**config.mk**
```make
export PLATFORM = sky130hd
export DESIGN_NAME = json_string_unescape_utf8_unit
export DESIGN_NICKNAME = d
export VERILOG_FILES = /design/src/sv/jsu_pkg.sv /design/src/sv/jsu_front.sv /design/src/sv/jsu_fifo.sv /design/src/sv/jsu_back.sv /design/src/sv/json_string_unescape_utf8_unit.sv
export SDC_FILE = /design/constraint.sdc
export NUM_CORES = 1
export LEC_CHECK = 0
export ABC_CLOCK_PERIOD_IN_PS = 4700
export BUFFER_PORTS_ARGS = -buffer_cell sky130_fd_sc_hd__buf_2
export CAP_MARGIN = 15
export CORE_MARGIN = 2
export CORE_UTILIZATION = 63
export DETAILED_ROUTE_END_ITERATION = 7
export GPL_ROUTABILITY_DRIVEN = 0
export HOLD_SLACK_MARGIN = 0.12
export PLACE_DENSITY_LB_ADDON = 0.3
export SYNTH_ARGS = -nofsm -noshare
export SYNTH_HDL_FRONTEND = slang
export SYNTH_HIERARCHICAL = 1
export SYNTH_SLANG_ARGS = --single-unit
```
**constraint.sdc**
```tcl
create_clock -name clk -period 4.7 [get_ports clk]
set_input_delay 0.47 -clock clk [delete_from_list [all_inputs] [get_ports clk]]
set_output_delay 0.47 -clock clk [all_outputs]
set_load 0.02 [all_outputs]
```
**src/sv/jsu_pkg.sv**
```systemverilog
// Shared types and constants for the JSON string unescape unit.
package jsu_pkg;

  localparam logic [1:0] KIND_DATA  = 2'd0;
  localparam logic [1:0] KIND_DONE  = 2'd1;
  localparam logic [1:0] KIND_ERROR = 2'd2;

  localparam logic [7:0] CH_QUOTE  = 8'h22;
  localparam logic [7:0] CH_BSLASH = 8'h5C;
  localparam logic [7:0] CH_U      = 8'h75;
  localparam logic [7:0] CH_SPACE  = 8'h20;
  localparam logic [7:0] CH_TAB    = 8'h09;
  localparam logic [7:0] CH_LF     = 8'h0A;
  localparam logic [7:0] CH_CR     = 8'h0D;

  localparam logic [7:0]  UTF8_LEAD2 = 8'hC0;
  localparam logic [7:0]  UTF8_LEAD3 = 8'hE0;
  localparam logic [7:0]  UTF8_CONT  = 8'h80;
  localparam logic [5:0]  UTF8_MASK  = 6'h3F;
  localparam logic [15:0] UTF8_TWO   = 16'h0080;
  localparam logic [15:0] UTF8_THREE = 16'h0800;

  typedef struct packed {
    logic [7:0] in_byte;
    logic       end_of_source;
  } in_item_t;

  typedef struct packed {
    logic [7:0] out_byte;
    logic [1:0] kind;
    logic       last;
  } out_item_t;

  // Results caused by one source byte: up to three bytes, index of the final one.
  typedef struct packed {
    logic [1:0] lst;
    logic [1:0] kind;
    logic [7:0] b2;
    logic [7:0] b1;
    logic [7:0] b0;
  } grp_t;

  function automatic logic [3:0] hex_value(input logic [7:0] b);
    logic [3:0] v;
    v = 4'd0;
    if (b >= 8'h30 && b <= 8'h39) v = 4'(b - 8'h30);
    else if (b >= 8'h61 && b <= 8'h66) v = 4'(b - 8'h61 + 8'd10);
    else if (b >= 8'h41 && b <= 8'h46) v = 4'(b - 8'h41 + 8'd10);
    return v;
  endfunction

  function automatic logic [7:0] escape_map(input logic [7:0] b);
    logic [7:0] r;
    case (b)
      8'h62:   r = 8'h08;
      8'h66:   r = 8'h0C;
      8'h6E:   r = 8'h0A;
      8'h72:   r = 8'h0D;
      8'h74:   r = 8'h09;
      default: r = b;
    endcase
    return r;
  endfunction

endpackage

```
**src/sv/jsu_front.sv**
```systemverilog
// Front end: parses source bytes and emits one result group per byte that causes any.
module jsu_front import jsu_pkg::*; (
  input  logic     clk,
  input  logic     rst_n,
  input  logic     in_push,
  input  in_item_t in_data,
  input  logic     q_full,
  output logic     grp_push,
  output grp_t     grp_data
);

  typedef enum logic [1:0] {
    M_IDLE,
    M_STR,
    M_ESC,
    M_HEX
  } mode_t;

  mode_t       mode_r, mode_nxt;
  logic [1:0]  hex_cnt_r, hex_cnt_nxt;
  logic [15:0] acc_r, acc_nxt;
  logic        take;
  logic [7:0]  b;
  logic [15:0] code;

  assign take = in_push && !q_full;
  assign b    = in_data.in_byte;
  assign code = {acc_r[11:0], hex_value(b)};

  always_comb begin
    mode_nxt    = mode_r;
    hex_cnt_nxt = hex_cnt_r;
    acc_nxt     = acc_r;
    grp_push    = 1'b0;
    grp_data    = '0;
    grp_data.kind = KIND_DATA;
    if (in_data.end_of_source) begin
      mode_nxt      = M_IDLE;
      hex_cnt_nxt   = 2'd0;
      acc_nxt       = 16'd0;
      grp_push      = 1'b1;
      grp_data.kind = KIND_ERROR;
    end else begin
      case (mode_r)
        M_STR: begin
          if (b == CH_QUOTE) begin
            mode_nxt      = M_IDLE;
            grp_push      = 1'b1;
            grp_data.kind = KIND_DONE;
          end else if (b == CH_BSLASH) begin
            mode_nxt = M_ESC;
          end else begin
            grp_push    = 1'b1;
            grp_data.b0 = b;
          end
        end
        M_ESC: begin
          if (b == CH_U) begin
            mode_nxt    = M_HEX;
            hex_cnt_nxt = 2'd0;
            acc_nxt     = 16'd0;
          end else begin
            mode_nxt    = M_STR;
            grp_push    = 1'b1;
            grp_data.b0 = escape_map(b);
          end
        end
        M_HEX: begin
          if (hex_cnt_r == 2'd3) begin
            mode_nxt    = M_STR;
            hex_cnt_nxt = 2'd0;
            acc_nxt     = 16'd0;
            grp_push    = 1'b1;
            if (code < UTF8_TWO) begin
              grp_data.b0 = code[7:0];
            end else if (code < UTF8_THREE) begin
              grp_data.lst = 2'd1;
              grp_data.b0  = UTF8_LEAD2 | {3'd0, code[10:6]};
              grp_data.b1  = UTF8_CONT | {2'd0, code[5:0] & UTF8_MASK};
            end else begin
              grp_data.lst = 2'd2;
              grp_data.b0  = UTF8_LEAD3 | {4'd0, code[15:12]};
              grp_data.b1  = UTF8_CONT | {2'd0, code[11:6] & UTF8_MASK};
              grp_data.b2  = UTF8_CONT | {2'd0, code[5:0] & UTF8_MASK};
            end
          end else begin
            acc_nxt     = code;
            hex_cnt_nxt = hex_cnt_r + 2'd1;
          end
        end
        default: begin
          mode_nxt = M_IDLE;
          if (b == CH_QUOTE) begin
            mode_nxt    = M_STR;
            hex_cnt_nxt = 2'd0;
            acc_nxt     = 16'd0;
          end else if (b != CH_SPACE && b != CH_TAB && b != CH_LF && b != CH_CR) begin
            hex_cnt_nxt   = 2'd0;
            acc_nxt       = 16'd0;
            grp_push      = 1'b1;
            grp_data.kind = KIND_ERROR;
          end
        end
      endcase
    end
    if (!take) begin
      grp_push = 1'b0;
    end
  end

  always_ff @(posedge clk) begin
    if (!rst_n) begin
      mode_r    <= M_IDLE;
      hex_cnt_r <= 2'd0;
      acc_r     <= 16'd0;
    end else if (take) begin
      mode_r    <= mode_nxt;
      hex_cnt_r <= hex_cnt_nxt;
      acc_r     <= acc_nxt;
    end
  end

endmodule

```
**src/sv/jsu_fifo.sv**
```systemverilog
// Short queue of result groups between the front and back ends.
module jsu_fifo import jsu_pkg::*; #(
  parameter int DEPTH = 4
) (
  input  logic clk,
  input  logic rst_n,
  input  logic push,
  input  grp_t push_data,
  input  logic pop,
  output grp_t pop_data,
  output logic full,
  output logic empty
);

  localparam int PW = (DEPTH > 1) ? $clog2(DEPTH) : 1;
  localparam int CW = $clog2(DEPTH + 1);
  localparam logic [PW-1:0] LAST_PTR = PW'(DEPTH - 1);
  localparam logic [CW-1:0] FULL_CNT = CW'(DEPTH);

  grp_t          mem_r [DEPTH];
  logic [PW-1:0] wr_ptr_r, rd_ptr_r;
  logic [CW-1:0] cnt_r;
  logic          do_push, do_pop;

  assign full     = cnt_r == FULL_CNT;
  assign empty    = cnt_r == '0;
  assign pop_data = mem_r[rd_ptr_r];
  assign do_push  = push && !full;
  assign do_pop   = pop && !empty;

  always_ff @(posedge clk) begin
    if (do_push) begin
      mem_r[wr_ptr_r] <= push_data;
    end
  end

  always_ff @(posedge clk) begin
    if (!rst_n) begin
      wr_ptr_r <= '0;
      rd_ptr_r <= '0;
      cnt_r    <= '0;
    end else begin
      if (do_push) begin
        wr_ptr_r <= (wr_ptr_r == LAST_PTR) ? '0 : wr_ptr_r + 1'b1;
      end
      if (do_pop) begin
        rd_ptr_r <= (rd_ptr_r == LAST_PTR) ? '0 : rd_ptr_r + 1'b1;
      end
      if (do_push && !do_pop) begin
        cnt_r <= cnt_r + 1'b1;
      end else if (do_pop && !do_push) begin
        cnt_r <= cnt_r - 1'b1;
      end
    end
  end

  a_cnt_bound: assert property (@(posedge clk) disable iff (!rst_n)
    cnt_r <= FULL_CNT) else $error("queue count beyond depth");
  a_cnt_track: assert property (@(posedge clk) disable iff (!rst_n)
    do_push && !do_pop |=> cnt_r == $past(cnt_r) + 1'b1)
    else $error("queue count missed a push");
  a_wrap: assert property (@(posedge clk) disable iff (!rst_n)
    (wr_ptr_r == rd_ptr_r) == (empty || full))
    else $error("queue pointers disagree with count");

endmodule

```
**src/sv/jsu_back.sv**
```systemverilog
// Back end: splits result groups into single results held in an output register.
module jsu_back import jsu_pkg::*; (
  input  logic      clk,
  input  logic      rst_n,
  input  grp_t      grp_data,
  input  logic      q_empty,
  output logic      q_pop,
  output logic      out_empty,
  input  logic      out_pop,
  output out_item_t out_data
);

  logic       out_vld_r, out_vld_nxt;
  out_item_t  out_r, out_nxt;
  logic [1:0] idx_r, idx_nxt;
  logic       load;
  logic [7:0] sel;

  assign load      = !out_vld_r || out_pop;
  assign out_empty = !out_vld_r;
  assign out_data  = out_r;

  always_comb begin
    case (idx_r)
      2'd1:    sel = grp_data.b1;
      2'd2:    sel = grp_data.b2;
      default: sel = grp_data.b0;
    endcase
  end

  always_comb begin
    out_vld_nxt = out_vld_r;
    out_nxt     = out_r;
    idx_nxt     = idx_r;
    q_pop       = 1'b0;
    if (load) begin
      out_vld_nxt = !q_empty;
      if (!q_empty) begin
        out_nxt.out_byte = sel;
        out_nxt.kind     = grp_data.kind;
        out_nxt.last     = idx_r == grp_data.lst;
        if (idx_r == grp_data.lst) begin
          q_pop   = 1'b1;
          idx_nxt = 2'd0;
        end else begin
          idx_nxt = idx_r + 2'd1;
        end
      end
    end
  end

  always_ff @(posedge clk) begin
    if (!rst_n) begin
      out_vld_r <= 1'b0;
      idx_r     <= 2'd0;
    end else begin
      out_vld_r <= out_vld_nxt;
      idx_r     <= idx_nxt;
    end
  end

  always_ff @(posedge clk) begin
    out_r <= out_nxt;
  end

  a_kind_ok: assert property (@(posedge clk) disable iff (!rst_n)
    !out_empty |-> (out_data.kind == KIND_DATA || out_data.kind == KIND_DONE ||
                    out_data.kind == KIND_ERROR))
    else $error("illegal result kind");
  a_ctl_last: assert property (@(posedge clk) disable iff (!rst_n)
    !out_empty && out_data.kind != KIND_DATA |-> out_data.last && out_data.out_byte == 8'd0)
    else $error("status result malformed");
  a_idx_range: assert property (@(posedge clk) disable iff (!rst_n)
    idx_r != 2'd3 && (!q_empty || idx_r == 2'd0))
    else $error("group index out of step");

endmodule

```
**src/sv/json_string_unescape_utf8_unit.sv**
```systemverilog
// Top level of the JSON string unescape unit with UTF-8 encoding of \u escapes.
// Takes one source byte per cycle whenever in_full is low. Each byte gives zero to
// three results; results leave one per cycle through a registered output while
// out_pop takes them, so a \u escape that encodes to two or three bytes leaves as
// that many separate results. A queue of QDEPTH result groups between the parser and
// the output stage absorbs these bursts and output stalls; in_full rises only when
// it fills.
module json_string_unescape_utf8_unit import jsu_pkg::*; #(
  parameter int QDEPTH = 4
) (
  input  logic      clk,
  input  logic      rst_n,
  input  logic      in_push,
  output logic      in_full,
  input  in_item_t  in_data,
  output logic      out_empty,
  input  logic      out_pop,
  output out_item_t out_data
);

  logic grp_push, q_full, q_empty, q_pop;
  grp_t grp_in, grp_out;

  assign in_full = q_full;

  jsu_front u_front (
    .clk      (clk),
    .rst_n    (rst_n),
    .in_push  (in_push),
    .in_data  (in_data),
    .q_full   (q_full),
    .grp_push (grp_push),
    .grp_data (grp_in)
  );

  jsu_fifo #(.DEPTH(QDEPTH)) u_fifo (
    .clk       (clk),
    .rst_n     (rst_n),
    .push      (grp_push),
    .push_data (grp_in),
    .pop       (q_pop),
    .pop_data  (grp_out),
    .full      (q_full),
    .empty     (q_empty)
  );

  jsu_back u_back (
    .clk       (clk),
    .rst_n     (rst_n),
    .grp_data  (grp_out),
    .q_empty   (q_empty),
    .q_pop     (q_pop),
    .out_empty (out_empty),
    .out_pop   (out_pop),
    .out_data  (out_data)
  );

endmodule
```
After elaboration in Yosys (flattened, before gate mapping) --
Memories as Yosys holds them, arrays and structs flattened. A register that Yosys moved wholly into a read port is not among the register bits. Cells that the tools add are included.
Storage, ports and cells: register bits 37, RAM bits 112, bits of input ports 13, output and inout port bits 13, word-level logic and storage cells 147, memories 1
Cells by class: add/sub/neg operators 11, magnitude comparators 8, eq/ne operators 26, muxes and demuxes 65, bitwise logic cells 1, reductions and logical operators 24
Memories:
- u_fifo.mem_r | words 4, width 28, rd ports 1, clocked after Yosys merged registers in 1, wr ports 1, RTL line jsu_fifo.sv:20 | grp_t mem_r [DEPTH];
Operators by type and width (count):
- $mux 12 | 5
- $eq 8x7->1 const B | 7
- $mux 24 | 2
- $mux 2 | 23
- $mux 8 | 5
- $pmux 8 s5 | 1
- $pmux 12 s3 | 1
- $mux 16 | 2
- $ne 8x4->1 const B | 3
- $pmux 8 s3 | 1
- $ge 8x7->1 const B | 2
- $le 8x7->1 const B | 2
- $lt 16x12->1 const B | 1
- $lt 16x8->1 const B | 1
- $pmux 8 s2 | 1
- $mux 1 | 14
- $mux 14 | 1
- $eq 2x2->1 const B | 6
- $mux 4 | 3
- $pmux 2 s3 | 2
- $sub 4x1->4 const B | 3
- $logic_and 1x1->1 | 11
- $add 2x1->2 const B | 4
- $add 4x4->4 const B | 2
- other kinds (25) | 32

Logic depth before layout (Yosys ltp) --
Gate-level depths: netlist of run 1.
word-level depth 14, depth in mapped cells 15, depth with buffers taken out 14

By module --
Netlist of run 1, hierarchy kept.
By module, submodules not included:
- jsu_fifo | instances 1, cells each 197, area an instance 4570.6 um^2, sequential area each 3543.4 um^2
- jsu_front | instances 1, cells each 239, area an instance 1659.1 um^2, sequential area each 320.3 um^2
- jsu_back | instances 1, cells each 61, area an instance 690.7 um^2, sequential area each 390.4 um^2

Worst setup path after synthesis of run 1 --
Ideal clock, no wire load.
path kind input to register, start point in in_data[1] (netlist name), end point reg u_fifo.cnt_r[2], arrival time 2.800 ns, required time 4.624 ns, path slack 1.824 ns, stages 15, buffers on the path 1, cells stage by stage inv_1 -> ha_1 -> nand2b_1 -> a211o_1 -> nand4_1 -> nand2_1 -> o21a_1 -> nor2b_1 -> buf_2 -> ha_1 -> inv_1 -> fa_1 -> xor2_1 -> or3_1 -> a21boi_0
On the way: word-level cells in the longest chain between the ends 13, elaborated cells between the ends (all ways) 24, classes of those cells 7 x eq/ne; 9 x mux; 8 x reduce/logical
RTL lines:
- from (decl) | RTL line json_string_unescape_utf8_unit.sv:15 | input in_item_t in_data,
- $ne 8x6->1 or $ne 8x4->1 (tied branches) | RTL line jsu_front.sv:97 | end else if (b != CH_SPACE && b != CH_TAB && b != CH_LF && b != CH_CR) begin
- $logic_and 1x1->1 (3 in a row) | RTL line jsu_front.sv:97
- $mux 1 | RTL line jsu_front.sv:97
- $mux 1 | RTL line jsu_front.sv:93 | if (b == CH_QUOTE) begin
- $pmux 1 s3 * | RTL line jsu_front.sv:44 | case (mode_r)
- $mux 1 * | RTL line jsu_front.sv:37 | if (in_data.end_of_source) begin
- $mux 1 * | RTL line jsu_front.sv:106 | if (!take) begin
- via grp_push | RTL line json_string_unescape_utf8_unit.sv:21 | logic grp_push, q_full, q_empty, q_pop;
- $logic_and 1x1->1 * | RTL line jsu_fifo.sv:28 | assign do_push = push && !full;
- via u_fifo.do_push | RTL line jsu_fifo.sv:23 | logic do_push, do_pop;
- $logic_not 1->1 | RTL line jsu_fifo.sv:51 | end else if (do_pop && !do_push) begin
- $logic_and 1x1->1 | RTL line jsu_fifo.sv:51
- $reduce_bool 2->1 (no source line)
- to (signal assigned) | RTL line jsu_fifo.sv:50 | cnt_r <= cnt_r + 1'b1;
- to (signal assigned) | RTL line jsu_fifo.sv:52 | cnt_r <= cnt_r - 1'b1;
- to (decl) | RTL line jsu_fifo.sv:22 | logic [CW-1:0] cnt_r;
The timed path passes the listed nets; every way through them passes the cells marked *. A chain may end at the register's enable or synchronous reset.

Worst setup path in the final report of run 1 --
start point reg u_fifo.cnt_r[0], end point reg u_fifo.cnt_r[2]
On the way: word-level cells in the longest chain between the ends 8, elaborated cells between the ends (all ways) 19, classes of those cells 2 x add/sub; 1 x eq/ne; 5 x mux; 11 x reduce/logical
RTL lines:
- $eq 3x3->1 * | RTL line jsu_fifo.sv:25 | assign full = cnt_r == FULL_CNT;
- $logic_not 1->1 * | RTL line jsu_front.sv:26 | assign take = in_push && !q_full;
- $logic_and 1x1->1 * | RTL line jsu_front.sv:26
- $mux 1 * | RTL line jsu_front.sv:106
- via grp_push | RTL line json_string_unescape_utf8_unit.sv:21
- $logic_and 1x1->1 * | RTL line jsu_fifo.sv:28
- $logic_not 1->1 | RTL line jsu_fifo.sv:51
- $logic_and 1x1->1 | RTL line jsu_fifo.sv:51
- $reduce_bool 2->1 (no source line)
The timed path passes the listed nets; every way through them passes the cells marked *. The select of a mux whose other input is x is not followed.

==> results of run 1 <==
per-layer routing:
| layer | routed length (µm) | up-vias | global-route usage |
|---|---|---|---|
| met1 | 5760 | 2107 | 0.338 |
| met2 | 6730 | 203 | 0.404 |
| met4 | 308 | 0 | 0.0916 |
| li1 | - | 1966 | - |
| met5 | 0 | - | 0 |
| met3 | 992 | 38 | 0.0550 |
critical path, cell delays in order, from the launching register on:
cell and delay [ns]:
dfxtp_1 0.45, nor3b_2 0.11, nor2b_1 0.57, o21a_1 0.21, nor2b_1 0.41, ha_1 0.26, inv_1 0.06, fa_1 0.37
xor2_1 0.15, or3_1 0.30, a21boi_0 0.19
per-stage QoR:
| step | hold slack, ns | std cells | instance area [µm²] | power (mW) | worst slack, ns |
|---|---|---|---|---|---|
| final | 0.320 | 674 | 7630 | 3.87 | 1.54 |
| after global routing | 0.303 | 674 | 7630 | 4.05 | 1.33 |
| after CTS | 0.299 | 673 | 7620 | 3.89 | 1.53 |
| after global placement | 0.454 | 641 | 7100 | 2.67 | 1.30 |
| after floorplan | 0.438 | 498 | 6920 | 2.47 | 1.82 |
| after detailed placement | 0.461 | 641 | 7100 | 2.71 | 1.11 |
cells by family after synthesis:
| kind of cell | count (synthesis) |
|---|---|
| buffers and inverters | 45 |
| flip-flops | 151 |
| adder cells (fa/ha/maj) | 14 |
| AO/OA/AOI/OAI | 109 |
| XOR/XNOR | 4 |
| AND/OR/NAND/NOR | 141 |
| multiplexers | 32 |
| other | 1 |
layout make-up:
type                    instances  area share
clock buffers                  25      0.0623
clock inverters                 7     0.00590
inverters                      16     0.00787
multi-input cells             302       0.319
flip-flops and latches        151       0.558
well taps                     140      0.0230
repair buffers                 33      0.0243
sequential cells by signal (all words and copies together), names as in the netlist, named ones only:
name and count:
u_back/idx_r 2, u_back/out_data 11, u_back/out_vld_r 1, u_fifo/cnt_r 3
u_fifo/mem_r 112, u_fifo/rd_ptr_r 2, u_fifo/wr_ptr_r 2, u_front/acc_r 12
u_front/hex_cnt_r 2, u_front/mode_r 2
layout by cell type (no fill, tap or decap), types with 4 or more instances in the layout:
cell type / synthesis / routed
edfxtp_1: 123 / 123
nand2_1: 46 / 46
o21ai_0: 32 / 32
dfxtp_1: 28 / 27
buf_2: 7 / 25
nor2_1: 25 / 25
mux4_2: 20 / 20
clkbuf_16: 0 / 17
inv_1: 16 / 16
a21oi_1: 16 / 16
and2_1: 14 / 14
ha_1: 13 / 13
nand3_1: 13 / 13
buf_4: 5 / 8
a22oi_1: 8 / 8
mux4_1: 8 / 8
o21a_1: 7 / 7
nor2b_1: 7 / 7
clkbuf_1: 12 / 6
nor3_1: 6 / 6
a22o_1: 6 / 6
o21ai_1: 5 / 5
o221ai_1: 5 / 5
nor4_1: 4 / 4
where the power goes:
group	internal, mW	switching [mW]	leakage [nW]
sequential	1.70	0.0903	1.41
combinational	0.351	0.536	0.962
clock	0.694	0.494	0.260
path summary, 6_finish.rpt:
kind	start	endpoint	slack, ns	cells past startpoint
setup reg to reg	u_fifo/cnt_r[0]	u_fifo/cnt_r[2]	1.54	10
hold reg to reg	u_front/hex_cnt_r[0]	u_front/hex_cnt_r[0]	0.47	1
setup / recovery	u_fifo/cnt_r[0]	u_fifo/cnt_r[2]	1.54	10
hold / removal	out_pop	u_back/out_vld_r	0.32	3
==> run metrics, run 1 <==
Multi-input gate area=about 2400 µm²; clock latency on the worst-skew pair=roughly 0.52 ns; Final Hold Viols=0; WL/cell=20.5 µm; register area share after synthesis=0.615; io pins=26; DRT Wirelength=between 10,000 and 15,000 µm; Die Footprint=between 10,000 and 15,000 µm²; Synth Area in Compound Gates=0.109; ys flop type=edfxtp_1; GRT Total Usage=0.250; placed wire-length estimate=just under 9000 µm; 1st-iter DRT viols=450; adder-cell share of the synthesized area=0.0264; CTS Buf Count=17; main combinational cell family by area after synthesis=compound AO/OA/AOI/OAI gates; worst path required time=between 5 and 6 ns; number of synthesized flops with an enable pin=approximately 120; Simple-Gate Fraction of Synth Area=0.108; number of global-route vias before repair=just over 4,000; Post-Synthesis Cell Area=just under 7000 µm²; status=completed; Synth top area share=0.534; RSZ-0062 raised after global routing=false; vias=~4,300; synth warn=6; mux contribution to synthesized area=0.101; Crit. End Element=flip-flop; Peak Freq=around 320 MHz; vias per std cell=between 6 and 7; Tcrit/Tclk final=0.673; Clock Sinks=around 150; H-tree levels=4; Commonest cells post-synth=edfxtp_1, nand2_1, o21ai_0; initial antenna violation count=0; critical path peak fanout=10; ANT cells=0; Mapped Cells=497; row count=38; die width=109 µm; I/O Buffers=25; post-synthesis async set-or-reset flop share=0; Startpoint Class=flip-flop; FF+latch count, synth=~150; peak supply drop=0.321 mV; setup TNS=0 ns; Initial Utilization=0.641; synth unique cells=between 60 and 70; syn avg cell area=approximately 14 µm²; CP arrival=3.59 ns; WS Path Type=flip-flop to flip-flop; FF/Latch Area=4260 µm²; Util after Layout=0.707; synth top area cells=edfxtp_1, dfxtp_1, mux4_2, mux4_1, nand2_1; gr ovfl total=0; Area Overhead vs Synth=10.2%; skew final=around 0.011 ns; core box area=around 11,000 µm²; Final setup viols=0; Slew HR=0.484; cts hold-fix bufs=0; clock tree buffer depth=2; Worst Max-Slew Pin Slew=between 0.7 and 0.8 ns; post-cts sizing count=0; HP Class=input port to flip-flop; Routed Antenna Nets=0; first-pass GRT wire length=between 20,000 and 25,000 µm; Clock Pin Slew Worst Setup and Hold Paths=approximately 0.06 ns; MaxCap Viol Count=0; Root Driver=clkbuf_8; chip height=between 100 and 150 µm; DR DRC count=0; XOR/XNOR share of the synthesized area=0.00506; pwr dens=about 510 nW/µm²; fillcell total=660; CTS tree=done; DRT Pass-1 Iters=5; leading area contributor after synthesis=edfxtp_1; share of cells above drive strength 1=0.172; Post-CTS Setup Inserts=0; # nets final=roughly 550; largest net degree at the start of global routing=38; fin. max-slew vios=0; count leader, synth=edfxtp_1; Leak=2.63 nW; Tmin final=3.16 ns
Note: power is estimated with default switching activity, not from simulation.
==> run 2: changes to the inputs <==
--- a/config.mk
+++ b/config.mk
@@ -5,11 +5,12 @@
 export SDC_FILE = /design/constraint.sdc
 export NUM_CORES = 1
 export LEC_CHECK = 0
-export ABC_CLOCK_PERIOD_IN_PS = 4700
+export ABC_AREA = 1
+export ABC_CLOCK_PERIOD_IN_PS = 2800
 export BUFFER_PORTS_ARGS = -buffer_cell sky130_fd_sc_hd__buf_2
 export CAP_MARGIN = 15
 export CORE_MARGIN = 2
-export CORE_UTILIZATION = 63
+export CORE_UTILIZATION = 56
 export DETAILED_ROUTE_END_ITERATION = 7
 export GPL_ROUTABILITY_DRIVEN = 0
 export HOLD_SLACK_MARGIN = 0.12
==> constraint.sdc (replaced) <==
create_clock -name clk -period 2.8 [get_ports clk]
set_input_delay 0.28 -clock clk [delete_from_list [all_inputs] [get_ports clk]]
set_output_delay 0.28 -clock clk [all_outputs]
set_load 0.02 [all_outputs]
==> run 2 against run 1 <==
Effect of this change:
- critical endpoint unchanged
- critical path depth is 7 higher
- fmax is 27% higher
- setup slack worse by 1.2 ns
- hold slack got worse by 0.10 ns
- final area grew 3.8%
- register-to-register slack worse by 1.2 ns
==> run metrics, run 2 <==
status=completed (unchanged); Synth top area share=0.528 (was 0.534); Tcrit/Tclk final=0.889 (was 0.673); placed wire-length estimate=9790 µm (was 8750 µm); critical path peak fanout=4 (was 10); logic gate share of total power=0.306 (was 0.230); synth warn=6 (unchanged); io pins=26 (unchanged); worst path required time=3.11 ns (was 5.13 ns); synth unique cells=33 (was 69); GRT Total Usage=0.238 (was 0.250); H-tree levels=4 (unchanged); count leader, synth=edfxtp_1 (unchanged); vias per std cell=5.61 (was 6.40); chip height=116 µm (was 109 µm); Post-Synthesis Cell Area=7000 µm² (was 6920 µm²); # nets final=780 (was 548); Startpoint Class=flip-flop (unchanged); clock latency on the worst-skew pair=0.41 ns (was 0.52 ns); ANT cells=0 (unchanged); Leak=3.09 nW (was 2.63 nW); I/O Buffers=25 (unchanged); post-synthesis async set-or-reset flop share=0 (unchanged); leading cell type in the layout, fill and taps excluded=edfxtp_1 (unchanged); Int Power=5.00 mW (was 2.75 mW); vias=5,244 (was 4,314); Area after DPL=7340 µm² (was 7100 µm²); largest net degree at the start of global routing=49 (was 38); WS Path Type=flip-flop to flip-flop (unchanged); Slew HR=0.381 (was 0.484); Root Driver=clkbuf_16 (was clkbuf_8); synth top area cells=edfxtp_1, dfxtp_1, nor2_1, nand2_1, o21ai_0 (was edfxtp_1, dfxtp_1, mux4_2, mux4_1, nand2_1); most frequent cells in the layout=edfxtp_1, nor2_1, nand2_1, inv_1, o21ai_0 (was edfxtp_1, nand2_1, o21ai_0, dfxtp_1); setup TNS=0 ns (unchanged); Final Power=7.52 mW (was 3.87 mW); core box area=12,100 µm² (was 10,800 µm²); register area share after synthesis=0.608 (was 0.615); Worst Max-Slew Pin Slew=0.905 ns (was 0.755 ns); row count=40 (was 38); number of global-route vias before repair=4,851 (was 4,136); max reg flops=112 (unchanged); CTS Buf Count=17 (unchanged); HP Class=input port to flip-flop (unchanged); fillcell total=954 (was 660); die width=116 µm (was 109 µm); Routed Antenna Nets=0 (unchanged); Area Overhead vs Synth=13.1% (was 10.2%); switching pwr=2.51 mW (was 1.12 mW); RSZ-0062 raised after global routing=false (unchanged); initial antenna violation count=0 (unchanged); 1st-iter DRT viols=541 (was 450); design area=7920 µm² (was 7630 µm²); pwr dens=950 nW/µm² (was 507 nW/µm²); first-pass GRT wire length=24,200 µm (was 21,700 µm); DRT Pass-1 Iters=5 (unchanged); Clock power frac=0.285 (was 0.307); Commonest cells post-synth=edfxtp_1, nor2_1, nand2_1 (was edfxtp_1, nand2_1, o21ai_0); Final Hold Viols=0 (unchanged); cts hold-fix bufs=0 (unchanged); Tmin final=2.49 ns (was 3.16 ns); peak supply drop=0.489 mV (was 0.321 mV); register share of total power=0.409 (was 0.463); MaxCap Viol Count=0 (unchanged); leading area contributor after synthesis=edfxtp_1 (unchanged); Mapped Cells=718 (was 497); Clock Sinks=151 (unchanged); skew final=0.00840 ns (was 0.0110 ns); Initial Utilization=0.578 (was 0.641); DR DRC count=0 (unchanged); CTS tree=done (unchanged); gr ovfl total=0 (unchanged); FF+latch count, synth=151 (unchanged); Clock Pin Slew Worst Setup and Hold Paths=0.06 ns (about the same); Final WS setup=0.311 ns (was 1.54 ns); Crit. End Element=flip-flop (unchanged); Die Footprint=13,400 µm² (was 11,800 µm²); share of cells above drive strength 1=0.136 (was 0.172); CP arrival=2.80 ns (was 3.59 ns); ys flop type=edfxtp_1 (unchanged); DRT Wirelength=15,100 µm (was 13,800 µm); Reg with most FFs=u_fifo/mem_r (unchanged); fin. max-slew vios=0 (unchanged); number of synthesized flops with an enable pin=123 (unchanged); Peak Freq=402 MHz (was 316 MHz); WL/cell=16.1 µm (was 20.5 µm); dpl ws=-0.0652 ns (was 1.11 ns); sw frac=0.335 (was 0.290); Final setup viols=0 (unchanged); syn avg cell area=9.75 µm² (was 13.9 µm²); clock tree buffer depth=2 (unchanged); Util after Layout=0.654 (was 0.707)
==> run 2: cell count changes after synthesis, sizes merged, moves of 8 or more <==
| cell | before | now |
|---|---|---|
| a21oi | 17 | 42 |
| and2 | 14 | 0 |
| inv | 16 | 77 |
| mux4 | 28 | 0 |
| nand2 | 47 | 111 |
| nand3 | 13 | 44 |
| nor2 | 25 | 125 |
| nor2b | 8 | 0 |
| o21ai | 37 | 71 |
| o22ai | 0 | 33 |
==> run 2: worst paths after layout <==
path,from,end,slack [ns],depth (start not counted)
setup / recovery,u_fifo/cnt_r[0],u_fifo/cnt_r[2],0.31,17
hold / removal,rst_n,u_back/idx_r[0],0.22,3
setup reg to reg,u_fifo/cnt_r[0],u_fifo/cnt_r[2],0.31,17
hold reg to reg,u_front/acc_r[8],u_front/acc_r[8],0.47,2
==> run 2: power by group through the flow <==
| stage | registers (mW) | logic (mW) | clock network [mW] |
|---|---|---|---|
| finish | 3.07 | 2.30 | 2.14 |
| global route | 3.11 | 2.56 | 2.27 |
| CTS | 3.07 | 2.30 | 2.17 |
| detailed placement | 3.11 | 2.29 | 0 |
| global placement | 3.10 | 2.23 | 0 |
| floorplan | 3.20 | 1.54 | 0 |
==> run 2: worst max-delay path, stage by stage (launching register included) <==
cell     delay, ns
dfxtp_1       0.39
nor2_1        0.07
nand2_1       0.13
inv_1         0.07
nor2_1        0.23
inv_1         0.09
a31oi_1       0.30
nand2_1       0.12
inv_1         0.07
ha_1          0.15
inv_1         0.07
fa_1          0.37
inv_1         0.06
nand2_1       0.06
nand3_1       0.07
nand2_1       0.05
inv_1         0.05
nor2_1        0.04
==> run 2: what timing repair did <==
| item | 4_1_cts | 5_1_grt |
|---|---|---|
| endpoints found under the setup margin | 0 | 2 |
| gates resized for setup | 0 | 2 |
| setup buffers | 0 | 0 |
==> run 2: final cells by class <==
| class | instances | area [µm²] | share of cell area |
|---|---|---|---|
| clock inverters | 4 | 45.0 | 0.00569 |
| well taps | 168 | 210 | 0.0266 |
| inverters | 79 | 305 | 0.0386 |
| flip-flops and latches | 151 | 4260 | 0.538 |
| clock buffers | 28 | 522 | 0.0659 |
| multi-input cells | 460 | 2260 | 0.285 |
| repair buffers | 44 | 318 | 0.0402 |
==> run 2: kinds of logic (layout without fill, tap and decap cells) <==
group,count (synthesis),count (layout),synth area share
compound gates,150,150,0.115
other cells,1,2,0.000536
flops,151,151,0.608
fa+ha+maj,14,14,0.0261
simple gates,294,294,0.179
buf+inv,108,155,0.0712
==> run 2: through the flow <==
stage	hold WS, ns	cells
floorplan	0.400	719
global placement	0.456	902
detailed placement	0.456	902
CTS	0.213	934
global route	0.234	934
finish	0.220	934
==> run 2: per-layer routing <==
metal	share of wire	wire length (µm)	GRT usage	up-vias
li1	-	-	-	2530
met1	0.43	6430	0.318	2417
met2	0.47	7020	0.376	252
met3	0.080	1200	0.0649	45
met4	0.027	408	0.0905	0
met5	0	0	0	-
==> run 3: changes to the inputs <==
--- a/config.mk
+++ b/config.mk
@@ -9,10 +9,9 @@
 export ABC_CLOCK_PERIOD_IN_PS = 2800
 export BUFFER_PORTS_ARGS = -buffer_cell sky130_fd_sc_hd__buf_2
 export CAP_MARGIN = 15
-export CORE_MARGIN = 2
+export CORE_MARGIN = 4
 export CORE_UTILIZATION = 56
 export DETAILED_ROUTE_END_ITERATION = 7
-export GPL_ROUTABILITY_DRIVEN = 0
 export HOLD_SLACK_MARGIN = 0.12
 export PLACE_DENSITY_LB_ADDON = 0.3
 export SYNTH_ARGS = -nofsm -noshare
==> run 3 against run 2 <==
Effect of this change:
- non-clock buffer count rose by 1
- sequential share of layout area fell by 0.34 points
- final cell count rose by 0.11%
- largest cell class unchanged
- highest routed layer unchanged
- via count fell by 0.42%
- fmax fell by 6.1%
- critical path type unchanged
- setup slack got worse by 0.16 ns
- hold slack improved by 0.0055 ns
==> run metrics, run 3 (synthesis gave the netlist of run 2 again) <==
status=completed (unchanged); ANT cells=0 (unchanged); Die Footprint=14,300 µm² (was 13,400 µm²); # nets final=781 (was 780); max reg flops=112 (unchanged); HP Class=input port to flip-flop (unchanged); Routed Antenna Nets=0 (unchanged); Slew HR=0.363 (was 0.381); vias per std cell=5.59 (was 5.61); Reg with most FFs=u_fifo/mem_r (unchanged); DRT Wirelength=15,400 µm (was 15,100 µm); number of global-route vias before repair=5,028 (was 4,851); Worst Max-Slew Pin Slew=0.931 ns (was 0.905 ns); Multi-input gate area=2270 µm² (was 2260 µm²); Root Driver=clkbuf_16 (unchanged); pwr dens=967 nW/µm² (was 950 nW/µm²); CP arrival=2.97 ns (was 2.80 ns); largest delay contributor family on the critical path=simple AND/OR/NAND/NOR gates (unchanged); largest net degree at the start of global routing=39 (was 49); H-tree levels=4 (unchanged); skew final=0.00817 ns (was 0.00840 ns); Tmin final=2.65 ns (was 2.49 ns); FF/Latch Area=4250 µm² (was 4260 µm²); clock tree buffer depth=2 (unchanged); Final Hold Viols=0 (unchanged); worst path required time=3.12 ns (was 3.11 ns); WS Path Type=flip-flop to flip-flop (unchanged); chip height=120 µm (was 116 µm); RSZ-0062 raised after global routing=true (was false); hold path cells=3 (unchanged); CTS tree=done (unchanged); design area=7960 µm² (was 7920 µm²); 1st-iter DRT viols=440 (was 541); Peak Freq=377 MHz (was 402 MHz); I/O Buffers=25 (unchanged); DR DRC count=0 (unchanged); reg2reg setup slack=0.15 ns (was 0.31 ns); fillcell total=913 (was 954); Hold Slack=0.225 ns (was 0.220 ns); most used cell, CP=nand2_1 (was inv_1); GRT Total Usage=0.223 (was 0.238); row count=40 (unchanged); die width=120 µm (was 116 µm); worst r2r dst=u_fifo/cnt_r[2] (unchanged); fin. max-slew vios=0 (unchanged); clock latency on the worst-skew pair=0.42 ns (was 0.41 ns); leading cell type in the layout, fill and taps excluded=edfxtp_1 (unchanged); CP Depth=18 (was 17); peak supply drop=0.382 mV (was 0.489 mV); DRT Pass-1 Iters=5 (unchanged); Crit. End Element=flip-flop (unchanged); routability cong.=roughly 0.96; Area after DPL=7350 µm² (was 7340 µm²); crit path buf inv count=6 (unchanged); WL/cell=16.4 µm (was 16.1 µm); Clock Pin Slew Worst Setup and Hold Paths=0.06 ns (about the same); Area Overhead vs Synth=13.8% (was 13.1%); gr ovfl total=0 (unchanged); worst min-delay path startpoint=rst_n (unchanged); share of cells above drive strength 1=0.136 (about the same); first-pass GRT wire length=24,700 µm (was 24,200 µm); Startpoint Class=flip-flop (unchanged); initial antenna violation count=0 (unchanged); core box area=12,100 µm² (unchanged); Crit-path slowest cell=fa_1 (was dfxtp_1); worst r2r path cells=18 (was 17); most frequent cells in the layout=edfxtp_1, nor2_1, nand2_1, inv_1, o21ai_0 (unchanged); Initial Utilization=0.578 (unchanged); io pins=26 (unchanged); Clock Sinks=151 (unchanged); vias=5,222 (was 5,244); critical path peak fanout=19 (was 4); Tcrit/Tclk final=0.947 (was 0.889); Final setup viols=0 (unchanged); CTS Buf Count=17 (unchanged); WHS Endpoint=u_fifo/wr_ptr_r[0] (was u_back/idx_r[0]); critical path cell sequence=inv_2, o21ai_0, o22ai_1, inv_1, nand2_1, nand2_1, nand3_2, inv_2, nand2_1, ha_1, inv_1, fa_1, inv_1, nand2_1, nand3_1, nand2_1, inv_1, nor2_1 (was nor2_1, nand2_1, inv_1, nor2_1, inv_1, a31oi_1, nand2_1, inv_1, ha_1, inv_1, fa_1, inv_1, nand2_1, nand3_1, nand2_1, inv_1, nor2_1); placed wire-length estimate=10,100 µm (was 9790 µm); CP max stage delay=0.40 ns (was 0.39 ns); Leak=3.11 nW (was 3.09 nW); MaxCap Viol Count=0 (unchanged)
[run 3: cell count changes in the layout (fill, tap and decap cells not counted), sizes merged]
cell | previous run | this run
clkbuf | 28 | 21
bufinv | 1 | 4
clkinvlp | 1 | 0
clkinv | 4 | 9
buf | 44 | 45
[run 3: how the worst max path moves through the flow]
stage          startpoint                  to  slack (ns)
5_1_grt         flip-flop     u_fifo/cnt_r[2]      -0.009
6_report        flip-flop     u_fifo/cnt_r[2]        0.15
3_5_place_dp   in_data[1]     u_fifo/cnt_r[2]       -0.09
3_3_place_gp   in_data[1]     u_fifo/cnt_r[2]        0.04
4_1_cts         flip-flop     u_fifo/cnt_r[2]        0.18
2_1_floorplan  in_data[1]  u_fifo/mem_r[0][0]       -0.34
[run 3: metal layers]
| layer | GRT usage | vias up | wire length, µm |
|---|---|---|---|
| met1 | 0.287 | 2459 | 6510 |
| met4 | 0.0823 | 0 | 271 |
| met5 | 0 | - | 0 |
| met2 | 0.367 | 208 | 7620 |
| met3 | 0.0551 | 27 | 962 |
| li1 | - | 2528 | - |
[run 3: repair_timing]
action	CTS	global route
gates resized for setup	0	1
hold buffers	0	0
setup buffers	0	0
setup endpoints to repair	0	1
[run 3: tightest hold or removal path, stage by stage]
cell,delay (ns)
buf_2,0.19
nand2_1,0.10
nor2_1,0.03
[run 3: stage by stage]
stage                     power, mW  cells  setup TNS, ns  worst slack, ns  utilization
final                          7.70    935              0            0.148        0.657
after global routing           8.14    935       -0.00915         -0.00915        0.657
after CTS                      7.75    935              0            0.177        0.657
after detailed placement       5.40    903         -0.108          -0.0901        0.607
after global placement         5.32    903              0           0.0419        0.607
after floorplan                4.74    719         -37.83           -0.338            -
[run 3: final cells by class]
cell class | count | share of cell area
repair buffers | 45 | 0.0409
flip-flops and latches | 151 | 0.534
multi-input cells | 460 | 0.285
inverters | 79 | 0.0379
clock inverters | 11 | 0.0195
clock buffers | 21 | 0.0566
well taps | 168 | 0.0264
[run 3: power by group]
group	leakage (nW)	switching [mW]	internal [mW]
sequential	1.39	0.144	2.92
combinational	1.42	1.59	0.733
clock	0.304	0.815	1.50
total	3.11	2.55	5.16
